$ cat src/hdl/crdt_pkg.sv
// Shared types and constants for the command range dispatch table.
package crdt_pkg;

	localparam int MAX_ENTRIES = 16;
	localparam int CNT_W = $clog2(MAX_ENTRIES + 1);

	// Operation codes
	localparam logic [1:0] OP_APPEND = 2'd0;
	localparam logic [1:0] OP_REMOVE = 2'd1;
	localparam logic [1:0] OP_DISPATCH = 2'd2;

	// Outcome codes
	localparam logic [2:0] RES_ACCEPT = 3'd0;
	localparam logic [2:0] RES_REJECT = 3'd1;
	localparam logic [2:0] RES_INFO = 3'd2;
	localparam logic [2:0] RES_ROUTED = 3'd3;
	localparam logic [2:0] RES_DEFAULT = 3'd4;

	// Command space limits
	localparam logic [15:0] BASE_MAX = 16'h00FF;
	localparam logic [16:0] CODE_LIMIT = 17'h00100;

	typedef struct packed {
		logic [7:0] handle;
		logic [7:0] kind;
		logic [7:0] base;
		logic [8:0] span;
	} entry_t;

	typedef struct packed {
		logic shift;
		logic load_fb;
		logic load_new;
	} cell_ctrl_t;

	typedef enum logic [1:0] {
		ST_IDLE,
		ST_HEAD,
		ST_SCAN
	} state_t;

endpackage

$ cat src/hdl/crdt_cell.sv
// One table cell: holds an entry and takes its right neighbor, the recirculated head or a new entry.
module crdt_cell (
	input  logic                clk,
	input  crdt_pkg::cell_ctrl_t ctrl,
	input  crdt_pkg::entry_t    nbr,
	input  crdt_pkg::entry_t    fb,
	input  crdt_pkg::entry_t    new_entry,
	output crdt_pkg::entry_t    entry
);
	import crdt_pkg::*;

	entry_t entry_q;

	// entry storage, no reset: only slots below the fill count are read
	always_ff @(posedge clk) begin
		if (ctrl.load_new) begin
			entry_q <= new_entry;
		end else if (ctrl.shift) begin
			entry_q <= ctrl.load_fb ? fb : nbr;
		end
	end

	assign entry = entry_q;

endmodule

$ cat src/hdl/command_range_dispatch_table.sv
// Command range dispatch table: top level with the sequencer and the ring of entry cells.
//
// Usage: items enter on the input channel (in_valid / in_stall) with op, handle, kind,
// range_base, range_span, has_handler and rx_command; results leave on the output channel
// (out_valid / out_stall), each carrying last on the final result of its item.
// The info command code is written through cfg_valid / cfg_ready / cfg_data; the user must
// write it only while idle, which the block itself does not enforce. cfg_ready is always high.
// Entries sit in a row of cells that rotates by one cell per cycle during a scan; the cell at
// the head is compared against the item at each step, so append, remove and routing pass every
// stored entry through the head before the result enters the output register. An info reply
// sends the header, then one entry per cycle while the receiver takes them. A rejected append
// caught by the input checks, or an unused op, skips the scan and is answered with a reject.
// One item is in work at a time; in_stall is high until its last result is loaded into the
// output register, which then waits for the receiver independently, and the next item can be
// accepted in the cycle after that load. When the receiver stalls, the output register holds
// its result and the rotation pauses only on an info reply. Reset clears the fill count, the
// info command (to zero) and the output valid; entry cells are not cleared.
module command_range_dispatch_table (
	input  logic       clk,
	input  logic       arst_n,
	// input channel
	input  logic       in_valid,
	output logic       in_stall,
	input  logic [1:0] op,
	input  logic [7:0] handle,
	input  logic [7:0] kind,
	input  logic [15:0] range_base,
	input  logic [15:0] range_span,
	input  logic       has_handler,
	input  logic [7:0] rx_command,
	// output channel
	output logic       out_valid,
	input  logic       out_stall,
	output logic [2:0] outcome,
	output logic [7:0] out_handle,
	output logic [7:0] out_kind,
	output logic [7:0] out_base,
	output logic [8:0] out_span,
	output logic [4:0] entry_total,
	output logic       last,
	// configuration channel
	input  logic       cfg_valid,
	output logic       cfg_ready,
	input  logic [7:0] cfg_data
);
	import crdt_pkg::*;

	state_t state_q, state_d;

	logic [7:0]       info_cmd_q;
	logic [CNT_W-1:0] count_q, count_d;
	logic [CNT_W-1:0] steps_q, steps_d;
	logic [1:0]       op_q;
	logic [7:0]       handle_q, kind_q, base_q, rx_q;
	logic [8:0]       span_q;
	logic             is_info_q, fail_q, fail_d, found_q, found_d;
	logic [7:0]       hit_q, hit_d;

	logic             in_acc, slot_free, ld_out, step_en, drop, wr_new;
	logic             out_valid_q;
	logic [2:0]       outcome_d, outcome_q;
	entry_t           res_entry_d, res_entry_q;
	logic [4:0]       total_d, total_q;
	logic             last_d, last_q;

	entry_t           cell_q [MAX_ENTRIES];
	entry_t           head, new_entry;
	cell_ctrl_t       cell_ctrl [MAX_ENTRIES];

	// input checks for append
	logic [16:0] in_end;
	logic        info_hit, pre_ok;

	assign in_end = {1'b0, range_base} + {1'b0, range_span};
	assign info_hit = ({8'd0, info_cmd_q} >= range_base) && ({9'd0, info_cmd_q} < in_end);
	assign pre_ok = (kind != 8'd0) && (range_span != 16'd0) && has_handler &&
		(range_base <= BASE_MAX) && (in_end <= CODE_LIMIT) && !info_hit &&
		(count_q < CNT_W'(MAX_ENTRIES));

	// head compares
	logic [9:0] head_end, new_end;
	logic       dup, ovl, in_range;

	assign head = cell_q[0];
	assign head_end = {2'd0, head.base} + {1'b0, head.span};
	assign new_end = {2'd0, base_q} + {1'b0, span_q};
	assign dup = (head.handle == handle_q);
	assign ovl = ({2'd0, base_q} < head_end) && ({2'd0, head.base} < new_end);
	assign in_range = (rx_q >= head.base) && ({2'd0, rx_q} < head_end);

	assign new_entry = '{handle: handle_q, kind: kind_q, base: base_q, span: span_q};

	assign in_stall = (state_q != ST_IDLE);
	assign in_acc = in_valid && !in_stall;
	assign slot_free = !out_valid_q || !out_stall;
	assign cfg_ready = 1'b1;

	// sequencer: next state and output load
	always_comb begin
		state_d = state_q;
		steps_d = steps_q;
		fail_d = fail_q;
		found_d = found_q;
		hit_d = hit_q;
		step_en = 1'b0;
		drop = 1'b0;
		wr_new = 1'b0;
		ld_out = 1'b0;
		outcome_d = RES_REJECT;
		res_entry_d = '0;
		total_d = 5'd0;
		last_d = 1'b1;
		unique case (state_q)
			ST_IDLE: begin
				if (in_acc) begin
					steps_d = count_q;
					found_d = 1'b0;
					fail_d = 1'b0;
					if ((op == OP_APPEND && !pre_ok) ||
						(op != OP_APPEND && op != OP_REMOVE && op != OP_DISPATCH)) begin
						fail_d = 1'b1;
						steps_d = '0;
					end
					if (op == OP_DISPATCH && rx_command == info_cmd_q) begin
						state_d = ST_HEAD;
					end else begin
						state_d = ST_SCAN;
					end
				end
			end
			ST_HEAD: begin
				if (slot_free) begin
					ld_out = 1'b1;
					outcome_d = RES_INFO;
					total_d = 5'(count_q);
					last_d = (count_q == '0);
					state_d = (count_q == '0) ? ST_IDLE : ST_SCAN;
				end
			end
			ST_SCAN: begin
				if (is_info_q) begin
					// list one entry per cycle while the output slot is free
					if (steps_q == '0) begin
						state_d = ST_IDLE;
					end else if (slot_free) begin
						step_en = 1'b1;
						ld_out = 1'b1;
						outcome_d = RES_INFO;
						res_entry_d = head;
						last_d = (steps_q == CNT_W'(1));
						steps_d = steps_q - CNT_W'(1);
						if (steps_q == CNT_W'(1)) begin
							state_d = ST_IDLE;
						end
					end
				end else if (steps_q != '0) begin
					// compare the head and rotate
					step_en = 1'b1;
					steps_d = steps_q - CNT_W'(1);
					unique case (op_q)
						OP_APPEND: begin
							fail_d = fail_q || dup || ovl;
						end
						OP_REMOVE: begin
							if (!found_q && dup) begin
								drop = 1'b1;
								found_d = 1'b1;
							end
						end
						OP_DISPATCH: begin
							if (!found_q && in_range) begin
								found_d = 1'b1;
								hit_d = head.handle;
							end
						end
						default: begin
						end
					endcase
				end else if (slot_free) begin
					// scan done: single result
					ld_out = 1'b1;
					state_d = ST_IDLE;
					priority if (fail_q) begin
						outcome_d = RES_REJECT;
					end else if (op_q == OP_APPEND) begin
						outcome_d = RES_ACCEPT;
						wr_new = 1'b1;
					end else if (op_q == OP_REMOVE) begin
						outcome_d = found_q ? RES_ACCEPT : RES_REJECT;
					end else begin
						outcome_d = found_q ? RES_ROUTED : RES_DEFAULT;
						res_entry_d.handle = found_q ? hit_q : 8'd0;
					end
				end
			end
			default: begin
				state_d = ST_IDLE;
			end
		endcase
	end

	assign count_d = count_q + CNT_W'(wr_new) - CNT_W'(drop);

	// control registers
	always_ff @(posedge clk or negedge arst_n) begin
		if (!arst_n) begin
			state_q <= ST_IDLE;
			count_q <= '0;
			steps_q <= '0;
			info_cmd_q <= 8'd0;
			fail_q <= 1'b0;
			found_q <= 1'b0;
			out_valid_q <= 1'b0;
		end else begin
			state_q <= state_d;
			count_q <= count_d;
			steps_q <= steps_d;
			fail_q <= fail_d;
			found_q <= found_d;
			if (cfg_valid && cfg_ready) begin
				info_cmd_q <= cfg_data;
			end
			if (ld_out) begin
				out_valid_q <= 1'b1;
			end else if (!out_stall) begin
				out_valid_q <= 1'b0;
			end
		end
	end

	// item and result payload
	always_ff @(posedge clk) begin
		hit_q <= hit_d;
		if (in_acc) begin
			op_q <= op;
			handle_q <= handle;
			kind_q <= kind;
			base_q <= range_base[7:0];
			span_q <= range_span[8:0];
			rx_q <= rx_command;
			is_info_q <= (op == OP_DISPATCH) && (rx_command == info_cmd_q);
		end
		if (ld_out) begin
			outcome_q <= outcome_d;
			res_entry_q <= res_entry_d;
			total_q <= total_d;
			last_q <= last_d;
		end
	end

	// ring of cells
	genvar gi;
	generate
		for (gi = 0; gi < MAX_ENTRIES; gi++) begin : g_cell
			entry_t nbr;
			if (gi == MAX_ENTRIES - 1) begin : g_end
				assign nbr = cell_q[gi];
			end else begin : g_mid
				assign nbr = cell_q[gi + 1];
			end
			assign cell_ctrl[gi] = '{
				shift: step_en,
				load_fb: !drop && (CNT_W'(gi + 1) == count_q),
				load_new: wr_new && (CNT_W'(gi) == count_q)
			};
			crdt_cell u_cell (
				.clk(clk),
				.ctrl(cell_ctrl[gi]),
				.nbr(nbr),
				.fb(head),
				.new_entry(new_entry),
				.entry(cell_q[gi])
			);
		end
	endgenerate

	assign out_valid = out_valid_q;
	assign outcome = outcome_q;
	assign out_handle = res_entry_q.handle;
	assign out_kind = res_entry_q.kind;
	assign out_base = res_entry_q.base;
	assign out_span = res_entry_q.span;
	assign entry_total = total_q;
	assign last = last_q;

`ifndef SYNTHESIS
	a_count_max: assert property (@(posedge clk) disable iff (!arst_n)
		count_q <= CNT_W'(MAX_ENTRIES))
		else $error("fill count above table size");
	a_append_grows: assert property (@(posedge clk) disable iff (!arst_n)
		wr_new |=> count_q == $past(count_q) + CNT_W'(1))
		else $error("append did not grow the table");
	a_drop_shrinks: assert property (@(posedge clk) disable iff (!arst_n)
		drop |=> count_q == $past(count_q) - CNT_W'(1))
		else $error("remove did not shrink the table");
	a_steps_bound: assert property (@(posedge clk) disable iff (!arst_n)
		state_q == ST_SCAN |-> steps_q <= count_q)
		else $error("scan steps exceed stored entries");
	a_no_double_drop: assert property (@(posedge clk) disable iff (!arst_n)
		drop |-> !found_q && !wr_new)
		else $error("second removal in one transaction");
`endif

endmodule
$ cat config.mk
export PLATFORM = sky130hd
export DESIGN_NAME = command_range_dispatch_table
export DESIGN_NICKNAME = d
export VERILOG_FILES = /design/src/hdl/crdt_pkg.sv /design/src/hdl/crdt_cell.sv /design/src/hdl/command_range_dispatch_table.sv
export SDC_FILE = /design/constraint.sdc
export NUM_CORES = 1
export LEC_CHECK = 0
export BUFFER_PORTS_ARGS = -buffer_cell sky130_fd_sc_hd__buf_2
export CAP_MARGIN = 20
export CORE_MARGIN = 2
export CORE_UTILIZATION = 40
export DETAILED_ROUTE_END_ITERATION = 12
export GPL_TIMING_DRIVEN = 1
export PLACE_DENSITY = 0.68
export REMOVE_ABC_BUFFERS = 1
export SLEW_MARGIN = 10
export SYNTH_ARGS = -nofsm -noshare
export SYNTH_HDL_FRONTEND = slang
export SYNTH_SLANG_ARGS = --single-unit
$ cat constraint.sdc
create_clock -name clk -period 5.2 [get_ports clk]
set_clock_uncertainty 0.2 [all_clocks]
set_input_delay 0 -clock clk [delete_from_list [all_inputs] [get_ports clk]]
set_output_delay 0 -clock clk [all_outputs]
set_load 0.01 [all_outputs]
==> impl_results.md, run 1 <==
* Total of warnings raised by yosys at 0
* CP Buf/Inv Count at 0
* First-iteration detailed-routing DRC count at 2,351
* Worst hold path depth at 3
* Clock Sinks at 645
* Core area at 85,000 sq um
* I/O pin count at 117
* Final GP Congestion at 0.827
* First-pass GRT wire length at 145 mm
* Clk root buf: clkbuf_16
* P per Cell Area at 599 nW/um^2
* Worst reg-to-reg setup slack at 790 ps
* Die ar. at 87,900 sq um
* CP startpoint: g_cell[0].u_cell.entry[2]$_DFFE_PP_
* Share of cells above drive strength 1 at 13.1%
* Critical path required time at 5230 ps
* Port bufs at 115
* Most used cell along the critical path: ha_1
* RSZ-0062 raised after global routing: false
* Fin crit share at 84.8%
* DRT antenna net count at 0
* DPL Wire Length at 55.2 mm
* Status: complete, no violations
* Pin count of the biggest net entering global routing at 68
* Kind of end point of the critical path: register
* Critical path type: register to register
* Max incr delay on CP at 820 ps
* # rows at 107
* Hold WC Path Type: input port to register
* Worst-case clock buffer depth at 3
* Post-route setup TNS at 0 ps
* Die H at 297 um
* Crit path depth at 12
* Nets at 3,228
* CP Launch Type: register
* Antenna violations before repair at 2
* Worst r2r src: g_cell[0].u_cell.entry[2]$_DFFE_PP_
* Post-synth EDFFs at 622
* Reg clk slew, reported paths at 60 ps
* Mean post-synth cell area at 11.6 sq um
* Die W at 297 um
* Final wirelength at 96.7 mm
* Vias at 23,700
* CTS tree: yes
* Max-cap violations at 0
* Peak supply drop at 0.345 mV
* Final-report max-slew violation count at 0
* Via/cell ratio at 5.56
* Vias in the first global route at 23,000
* Slew @ Worst Pin at 1070 ps
* Cell family with most CP delay: simple AND/OR/NAND/NOR gates
* Layout area overhead at 14.1%
* CP cell instances: ha_1, nor2b_1, o31ai_1, nand2_1, a21oi_1, xor2_1, ha_1, nor3_1, o21a_1, or4_1, o311ai_0, nor2_1
* Post-route minimum period at 4410 ps
* Fillers at 7,581
* Total gr overflow at 0
* Avg WL per Cell at 22.7 um
* Fmax at 227 MHz
* # setup viols final at 0
* Initial Utilization at 40.3%
* Unique cell type count in the Yosys netlist at 70
* Post-Syn Area at 34,200 sq um
* Seq cells post-synth at 645
* H-Tree Depth at 3
* Arr. time, crit path at 4440 ps
* Slew margin rel. at 28.8%
* CTS buffer count at 70
* Slowest CP cell: nor2_1
* Power Total at 23.4 mW
* Synth Flop Type: edfxtp_1
* Crit path max fanout at 17
* CP endpoint: hit_q[5]$_DFFE_PP_
* Drt pass-1 iters at 6
* FF-to-FF End: hit_q[5]$_DFFE_PP_
* Overall routing resource usage at 21.9%
* R2r worst-path depth at 12
* Synthesized instance count at 2,941
* Skew-Pair Late Insertion Delay at 620 ps
* Seq/Total Area, Yosys at 56.3%
* # DRC at 0
* Hold Violations, Final at 0
* P_leak at 16.9 nW
* FFs w/ async S/R, synth at 3.57%
[routing by layer]
layer  vias up  wire [um]  track usage [%]
met5         -          0                0
met2       925      46200             36.3
li1      11000          -                -
met3       218       6540             3.06
met1     11500      40200             29.0
met4         0       3730             9.05
[report_power, final]
group | internal [mW] | switching [mW]
combinational | 3.07 | 4.85
clock | 2.61 | 2.08
sequential | 9.37 | 1.40
total | 15.1 | 8.33
[cell usage in the layout (no fill, tap or decap), drive strengths merged, types with 27 or more instances in the layout]
cell         synthesis  final
clkinv               0     30
nor2               372    372
edfxtp             622    622
inv                 49     52
buf                 82    184
nand2              189    189
xor2                27     27
mux2i              466    466
a21oi              375    375
o21ai              170    170
mux2                73     73
ha                  91     91
clkbuf             170     85
dlygate4sd3          0    116
[worst reg2reg max path: stages (launching register included)]
cell,delay (ps)
edfxtp_1,770
ha_1,390
nor2b_1,160
o31ai_1,340
nand2_1,100
a21oi_1,180
xor2_1,110
ha_1,210
nor3_1,190
o21a_1,140
or4_1,110
o311ai_0,310
nor2_1,820
[flip-flops by register name, indices dropped and copies added, names as in the netlist, 3 cells and up]
name,count
outcome,3
count_q,5
out_kind,8
handle_q,8
span_q,9
info_cmd_q,8
g_cell.u_cell.entry,528
hit_q,8
rx_q,8
out_base,8
steps_q,5
kind_q,8
entry_total,5
base_q,8
out_handle,8
out_span,9
[logic make-up (layout without fill, tap and decap cells)]
family	count (synthesis)	in the layout	synth area share (%)
compound gates	623	623	9.81
mux	539	539	16.0
simple gates	696	696	9.04
other cells	1	2	0.0110
xor+xnor	41	41	1.05
flops	645	645	56.3
buf+inv	301	469	4.25
fa+ha+maj	95	95	3.56
[what timing repair did]
item                                   CTS  global route
resized for setup                        0             0
buffers inserted                         0             0
hold buffers                           117             0
endpoints found under the hold margin  103             0
[layout make-up]
| cell class | instances | area (sq um) | area share [%] |
|---|---|---|---|
| Multi-Input combinational cell | 1995 | 13600 | 34.9 |
| Sequential cell | 645 | 19300 | 49.3 |
| Tap cell | 1144 | 1430 | 3.67 |
| Timing Repair Buffer | 300 | 2470 | 6.32 |
| Clock buffer | 85 | 1840 | 4.71 |
| Inverter | 49 | 184 | 0.471 |
| Clock inverter | 35 | 238 | 0.609 |
| Antenna cell | 1 | 2.50 | 0.00641 |
[per-stage QoR]
step	setup slack [ps]	hold slack, ps	util (%)	cell area [sq um]	cells
global placement	828	-181	42.1	35800	4015
global route	560	117	45.9	39100	4254
floorplan	-396	-496	-	33000	2689
CTS	827	51.8	45.9	39100	4253
detailed placement	839	-177	42.1	35800	4016
finish	791	90.6	45.9	39100	4254
[how the worst min path moves through the flow]
stage | from | slack (ps) | endpoint
after floorplan | arst_n | -500 | count_q[0]$_DFF_PN0_
after global placement | arst_n | -180 | info_cmd_q[2]$_DFFE_PN0P_
after detailed placement | arst_n | -180 | info_cmd_q[2]$_DFFE_PN0P_
after CTS | cfg_valid | 50 | info_cmd_q[0]$_DFFE_PN0P_
after global routing | cfg_valid | 120 | info_cmd_q[0]$_DFFE_PN0P_
final | cfg_valid | 90 | info_cmd_q[0]$_DFFE_PN0P_
[cells in the mapped netlist (8+ instances only)]
cell,count,area [sq um]
ha_1,91,1140
o21ai_1,23,115
buf_6,30,338
xor2_1,27,236
nor2_1,372,1400
nand3_1,11,55.1
dfrtp_1,23,576
nor2b_1,9,56.3
nor4_1,10,62.6
a211oi_1,8,60.1
a22o_1,8,70.1
inv_1,48,180
nor3_1,22,110
o21ai_0,147,736
clkbuf_1,168,631
mux2_2,73,822
nand2_1,179,672
xnor2_1,14,123
o21a_1,9,67.6
mux2i_1,466,4660
buf_4,13,97.6
and2_1,24,150
buf_2,38,190
edfxtp_1,622,18700
a21o_1,11,82.6
nand2b_1,19,119
a21oi_1,375,1880
Power figures use the tool's default switching activity.
==> run 2, diff against run 1 <==
- PLACE_DENSITY: 0.68 -> 0.65
- clock period: 5.2 -> 4.1 ns (I/O delays scaled with it)
==> run 2 against run 1 <==
Final cell count increased by 1.6%; combinational power increased by 38%; via count increased by 1.3%; worst setup slack got worse by 390 ps; first-iteration DRC count decreased by 1.7%; sequential cell count unchanged; fmax increased by 19%; wire length increased by 2.0%; global-route usage increased by 0.62 points; hold slack got worse by 9.9 ps; critical path type unchanged; largest cell class unchanged; highest routed layer unchanged.
==> impl_results.md, run 2 (synthesis results as in run 1) <==
* Avg WL per Cell at 22.8 um
* Final GP Congestion at 0.838
* Skew-Pair Late Insertion Delay at 640 ps
* Clock Sinks at 645
* CTS tree: yes
* Most frequent cells in the layout: edfxtp_1, mux2i_1, a21oi_1
* First-pass GRT wire length at 148 mm
* Status: complete, no violations
* Share of cells above drive strength 1 at 14.9%
* Peak supply drop at 0.602 mV
* CTS resizes at 0
* Worst-case clock buffer depth at 3
* Die H at 297 um
* # rows at 107
* Reg clk slew, reported paths at 60 ps
* Fmax at 270 MHz
* Final-report max-slew violation count at 0
* Comb pwr share at 35.6%
* Die W at 297 um
* Fin crit share at 90.2%
* Max incr delay on CP at 490 ps
* Total gr overflow at 0
* Non-Filler Instances at 4,321
* Worst hold path depth at 8
* Most common cell after layout, fill and taps aside: edfxtp_1
* Crit path max fanout at 8
* Die ar. at 87,900 sq um
* Power Total at 30.5 mW
* Post-route setup TNS at 0 ps
* Overall routing resource usage at 22.6%
* Clk root buf: clkbuf_16
* Design Area, Final at 39,800 sq um
* Port bufs at 115
* Critical path required time at 4280 ps
* Reg power frac at 43.3%
* Post-route minimum period at 3700 ps
* Max reg flops at 528
* RSZ-0062 raised after global routing: false
* # DRC at 0
* Setup bufs post-CTS at 0
* Kind of end point of the critical path: register
* Pint at 19.7 mW
* CTS buffer count at 73
* Clock Power Share at 21.0%
* Core area at 85,000 sq um
* Arr. time, crit path at 3870 ps
* DPL Wire Length at 58.6 mm
* Pin count of the biggest net entering global routing at 67
* P per Cell Area at 765 nW/um^2
* First-iteration detailed-routing DRC count at 2,310
* Worst r2r src: g_cell[0].u_cell.entry[0]$_DFFE_PP_
* Final wirelength at 98.6 mm
* Hold endpoint: fail_q$_DFFE_PN0P_
* Hold WC Path Type: input port to register
* Area after DPL at 36,400 sq um
* FF-to-FF End: hit_q[0]$_DFFE_PP_
* H-Tree Depth at 3
* Slowest CP cell: or4_1
* Fillers at 7,584
* Worst Hold Launch: range_base[12]
* Nets at 3,291
* Max-cap violations at 0
* Layout area overhead at 16.3%
* I/O pin count at 117
* CP cell instances: ha_1, inv_1, fa_1, nor2b_1, o31ai_1, nand2_1, a21oi_1, xor2_1, ha_1, nor3_1, o21a_1, or4_1, o311ai_0, nor2_1, buf_4
* Hold Violations, Final at 0
* Slew margin rel. at 31.9%
* Net Sw Power at 10.8 mW
* Slew @ Worst Pin at 1010 ps
* # setup viols final at 0
* Most used cell along the critical path: ha_1
* Via/cell ratio at 5.54
* R2r worst-path depth at 15
* Hold Slack at 80.7 ps
* Critical path type: register to register
* Post-Place Cells at 4,077
* CP Launch Type: register
* P_leak at 17.3 nW
* Initial Utilization at 40.3%
* Drt pass-1 iters at 5
* Antenna violations before repair at 1
* DRT antenna net count at 0
* Switching share of power at 35.4%
* Worst reg-to-reg setup slack at 400 ps
* Vias at 24,000
* Vias in the first global route at 23,400
* CTS Hold Bufs at 116
==> run 2: cell types whose count changed in the layout (fill, tap and decap cells not counted), sizes merged <==
| cell | before | now |
|---|---|---|
| bufinv | 2 | 4 |
| clkinv | 30 | 24 |
| diode | 1 | 2 |
| clkinvlp | 0 | 4 |
| buf | 184 | 245 |
| clkbuf | 85 | 91 |
| dlygate4sd3 | 116 | 115 |
==> run 2: layout make-up <==
class,instances,area [sq um],share of cell area [%]
antenna,2,5.00,0.0126
clock buffer,91,1970,4.94
clock inverter,35,312,0.783
inverter,49,184,0.462
multi-input combinational,1995,13600,34.3
sequential,645,19300,48.4
tap,1144,1430,3.60
timing repair buffer,360,3020,7.57
==> run 2: through the flow <==
| step | worst slack [ps] | util (%) |
|---|---|---|
| after floorplan | -1500 | - |
| after global placement | 431 | 42.8 |
| after detailed placement | 431 | 42.8 |
| after CTS | 418 | 46.8 |
| after global routing | 56.2 | 46.8 |
| final | 401 | 46.8 |
==> run 2: critical path: cells and delay by family (launching register included) <==
kind	cells	cell delay, ps
simple gates	5	850
fa+ha+maj	3	650
compound gates	4	820
buf+inv	2	290
xor+xnor	1	220
flops	1	400
==> run 2: how the worst max path moves through the flow <==
stage	startpoint	end	slack (ps)	depth (start not counted)
3_3_place_gp	g_cell[0].u_cell.entry[0]$_DFFE_PP_	hit_q[7]$_DFFE_PP_	430	15
3_5_place_dp	g_cell[0].u_cell.entry[0]$_DFFE_PP_	hit_q[3]$_DFFE_PP_	430	15
2_1_floorplan	steps_q[0]$_DFFE_PN0P_	g_cell[15].u_cell.entry[0]$_DFFE_PP_	-1500	8
4_1_cts	g_cell[0].u_cell.entry[0]$_DFFE_PP_	hit_q[7]$_DFFE_PP_	420	15
6_report	g_cell[0].u_cell.entry[0]$_DFFE_PP_	hit_q[0]$_DFFE_PP_	400	15
5_1_grt	g_cell[0].u_cell.entry[0]$_DFFE_PP_	hit_q[7]$_DFFE_PP_	60	15
==> run 2: power by group through the flow <==
stage / Clock [mW] / Combinational [mW] / Sequential, mW
2_1_floorplan: 0 / 6.22 / 13.4
3_3_place_gp: 0 / 10.5 / 13.3
3_5_place_dp: 0 / 10.7 / 13.3
4_1_cts: 6.48 / 10.8 / 13.2
5_1_grt: 6.74 / 11.9 / 13.5
6_report: 6.40 / 10.9 / 13.2
==> run 2: layer usage <==
metal / up-vias / wire, um / global-route usage (%)
met3: 211 / 7100 / 3.62
met5: - / 0 / 0
met1: 11700 / 40200 / 29.1
li1: 11100 / - / -
met2: 925 / 47700 / 38.0
met4: 0 / 3630 / 8.78
